==> src/jssb_pkg.sv <==
`timescale 1ns / 1ps

package jssb_pkg;

  localparam int ID_BITS  = 4;
  localparam int JOB_BITS = 4;
  localparam int DUR_BITS = 16;
  localparam int OUT_BITS = 24;

  localparam logic [1:0] CMD_ALLOC = 2'd0;
  localparam logic [1:0] CMD_QUERY = 2'd1;
  localparam logic [1:0] CMD_CLEAR = 2'd2;

  localparam logic STAT_OK   = 1'b0;
  localparam logic STAT_FULL = 1'b1;

endpackage

==> src/jssb_time_unit.sv <==
`timescale 1ns / 1ps

module jssb_time_unit #(
  parameter int TIME_BITS = 24
) (
  input  logic [TIME_BITS-1:0]          a,
  input  logic [TIME_BITS-1:0]          b,
  input  logic [jssb_pkg::DUR_BITS-1:0] add,
  output logic [TIME_BITS-1:0]          max_v,
  output logic [TIME_BITS-1:0]          sum_sat
);

  localparam int SW = ((TIME_BITS > jssb_pkg::DUR_BITS) ? TIME_BITS : jssb_pkg::DUR_BITS) + 1;

  logic [SW-1:0] sum;
  logic [SW-1:0] lim;

  assign max_v = (a > b) ? a : b;
  assign sum   = SW'(max_v) + SW'(add);
  assign lim   = SW'({TIME_BITS{1'b1}});
  assign sum_sat = (sum > lim) ? {TIME_BITS{1'b1}} : sum[TIME_BITS-1:0];

endmodule

==> config.mk <==
export PLATFORM = sky130hd
export DESIGN_NAME = jssb_time_unit
export DESIGN_NICKNAME = d
export VERILOG_FILES = /design/src/jssb_pkg.sv /design/src/jssb_time_unit.sv
export SDC_FILE = /design/constraint.sdc
export NUM_CORES = 1
export LEC_CHECK = 0
export ABC_AREA = 1
export BUFFER_PORTS_ARGS = -buffer_cell sky130_fd_sc_hd__buf_4
export CAP_MARGIN = 20
export CELL_PAD_IN_SITES_DETAIL_PLACEMENT = 1
export CELL_PAD_IN_SITES_GLOBAL_PLACEMENT = 2
export CORE_AREA = 3 3 92 103
export DETAILED_ROUTE_END_ITERATION = 16
export DIE_AREA = 0 0 95 106
export PLACE_DENSITY_LB_ADDON = 0.1
export RECOVER_POWER = 100
export SYNTH_ARGS = -nofsm -noshare
export SYNTH_HDL_FRONTEND = slang
export SYNTH_SLANG_ARGS = --single-unit
export TNS_END_PERCENT = 20
==> constraint.sdc <==
create_clock -name vclk -period 14.22
set_input_delay 2.133 -clock vclk [all_inputs]
set_output_delay 2.133 -clock vclk [all_outputs]
set_load 0.005 [all_outputs]
==> out/results.ini <==
[sta]
fin_setup_tns_ns=0
max_clock_freq_ghz=0.09909
period_share_pct=70.97
relSlewSlack_pct=10.36
post-route-min-period_ns=10.09
hold_viol_final=0
rsz0062_at_grt=false
drv_slew=0
layout_setup_ws_ns=4.128
setup_viol=0
tightest_slew_ns=1.341
whs_ns=4.635

[finish]
seq_area_sq_um=0
mostFrequentLayoutCell=nand2_1
syn_to_final_growth_pct=42.90
n_fill_cell=1172
final_area_sq_um=2897
stdcell_count=571
nets=567
final_cell_mix=96 x nand2_1, 77 x buf_4, 58 x inv_1
drive_gt1_share_pct=26.52
seq_cells=0
multi_input_area_sq_um=1695
clockBufferCount=0
n_antenna_cell=0
fin_util_pct=34.27

[global_routing]
grt_pass1_wl_microns=11790
grt_antenna_before_repair=0
grt_pass1_vias=2556
grt.total_usage_pct=14.12
grt-ovfl-total=0
grt_max_degree=46

[floorplanning]
ios=112
num_rows=35
initial_utilization_pct=23.98
die-area_sq_um=10070
die_w_microns=95
core_sq_um=8452
die_h_microns=106

[yosys]
syn_area_sq_um=2027
yosys.cell_types.count=29
synth_warnings=0
synth_cells=354
synth_seq_area_share_pct=0
syn-num-nets=459
syn_avg_cell_area_sq_um=5.726

[power_and_ir_drop]
seqPwrFrac_pct=0
switching_share_pct=51.71
ir_worst_vdd_v=0.00002351
p_int_uw=88.37
pwr-share-comb_pct=100.0
p_total_uw=183.0
clock_power_share_pct=0
leakage_nw=1.712
p_switching_uw=94.61
p_per_area_nw_per_um2=63.17

[routing]
antenna_left=0
viasPerCell=4.469
dr_total_vias=2552
drt_wl_total_microns=7421
wl_per_cell_microns=13.00
drcViolationCount=0
dr.pass1.iters=4
drt_iter0_drc=43

[setup_path]
critPathKind=in2out
end_kind=primary output
worst_path_max_delay_cell=nand3_1
path_buf_inv=3
crit_family=simple AND/OR/NAND/NOR gates
worstPathRequired_ns=12.09
cp.arrival_ns=7.96
start_kind=input pin
critPathMaxStageDelay_ns=0.89
path_cells=clkbuf_4, inv_1, ha_1, nand2_1, nor2_1, nand4_1, nor2_1, nand2_1, nand3_1, nand2_1, o21ai_0, ha_1, fa_1, nand3_1, nand2_1, a21boi_0, o21ai_0, a21oi_1, o21ai_0, nand3_1, nand3_1, clkbuf_4
crit_fanout=45

[clock_network]
postCtsSetupRepairBufs=0
cts_hold_buf=0
post_cts_resized=0

[placed_design]
dpl.cell_count=571
hpwl_microns=6720
placed_area_sq_um=2962
gp_congestion=0.7982
io_buffers=112
pre_cts_ws_ns=5.538

[min_path]
hold_path_class=in2out
hp-start=a[23]
holdPathStages=3
hold_end=max_v[23]

[run_status]
status=finished clean

[flow_run]
maxCapViolations=0

[routing by layer]
layer | share of wire [%] | routed length [microns] | vias up | GRT usage, %
li1 | - | - | 1358 | -
met5 | 0 | 0 | - | 0
met4 | 0 | 0 | 0 | 0
met1 | 46 | 3418 | 1131 | 18.86
met3 | 4.6 | 341 | 0 | 0.7077
met2 | 49 | 3661 | 63 | 26.25
[synthesized netlist by cell type (all sizes together)]
cell    number  area share (%)
a21boi       2            0.74
a21o         3             1.1
a21oi       41              11
a31oi        1            0.31
buf          3             1.7
clkbuf       3            0.56
fa           1            0.99
ha          40              25
inv         59              11
nand2       97              19
nand3       22             7.2
nand3b       2            0.74
nand4        5             1.5
nor2        41             8.2
o21a         2            0.80
o21ai       18             5.4
or2          1            0.31
xnor2        7             3.0
xor2         6             2.6
[how the worst max path moves through the flow]
stage | start | slack [ns] | depth (start not counted) | endpoint
global placement | b[15] | 5.66 | 21 | sum_sat[16]
global route | b[15] | 3.06 | 22 | sum_sat[23]
floorplan | b[22] | 6.58 | 22 | sum_sat[21]
finish | b[15] | 4.13 | 22 | sum_sat[23]
CTS | a[15] | 5.52 | 20 | sum_sat[16]
detailed placement | a[15] | 5.54 | 20 | sum_sat[16]
[power by group through the flow]
stage / registers [mW] / clock network, mW / logic, mW
after floorplan: 0 / 0 / 0.106
after global placement: 0 / 0 / 0.192
after detailed placement: 0 / 0 / 0.193
after CTS: 0 / 0 / 0.194
after global routing: 0 / 0 / 0.209
final: 0 / 0 / 0.183
[final cells by class]
type	instances	area share (%)
timing repair buffer	112	29.03
multi-input combinational	289	58.53
inverter	59	7.646
tap	111	4.795
[cells by family after synthesis]
logic type               Yosys count  synth area share, %
AND/OR/NAND/NOR                  168                36.54
AO/OA/AOI/OAI                     67                19.01
buffers and inverters             65                13.15
adder cells (fa/ha/maj)           41                25.68
XOR/XNOR                          13                5.617
Note: power is estimated with default switching activity, not from simulation.
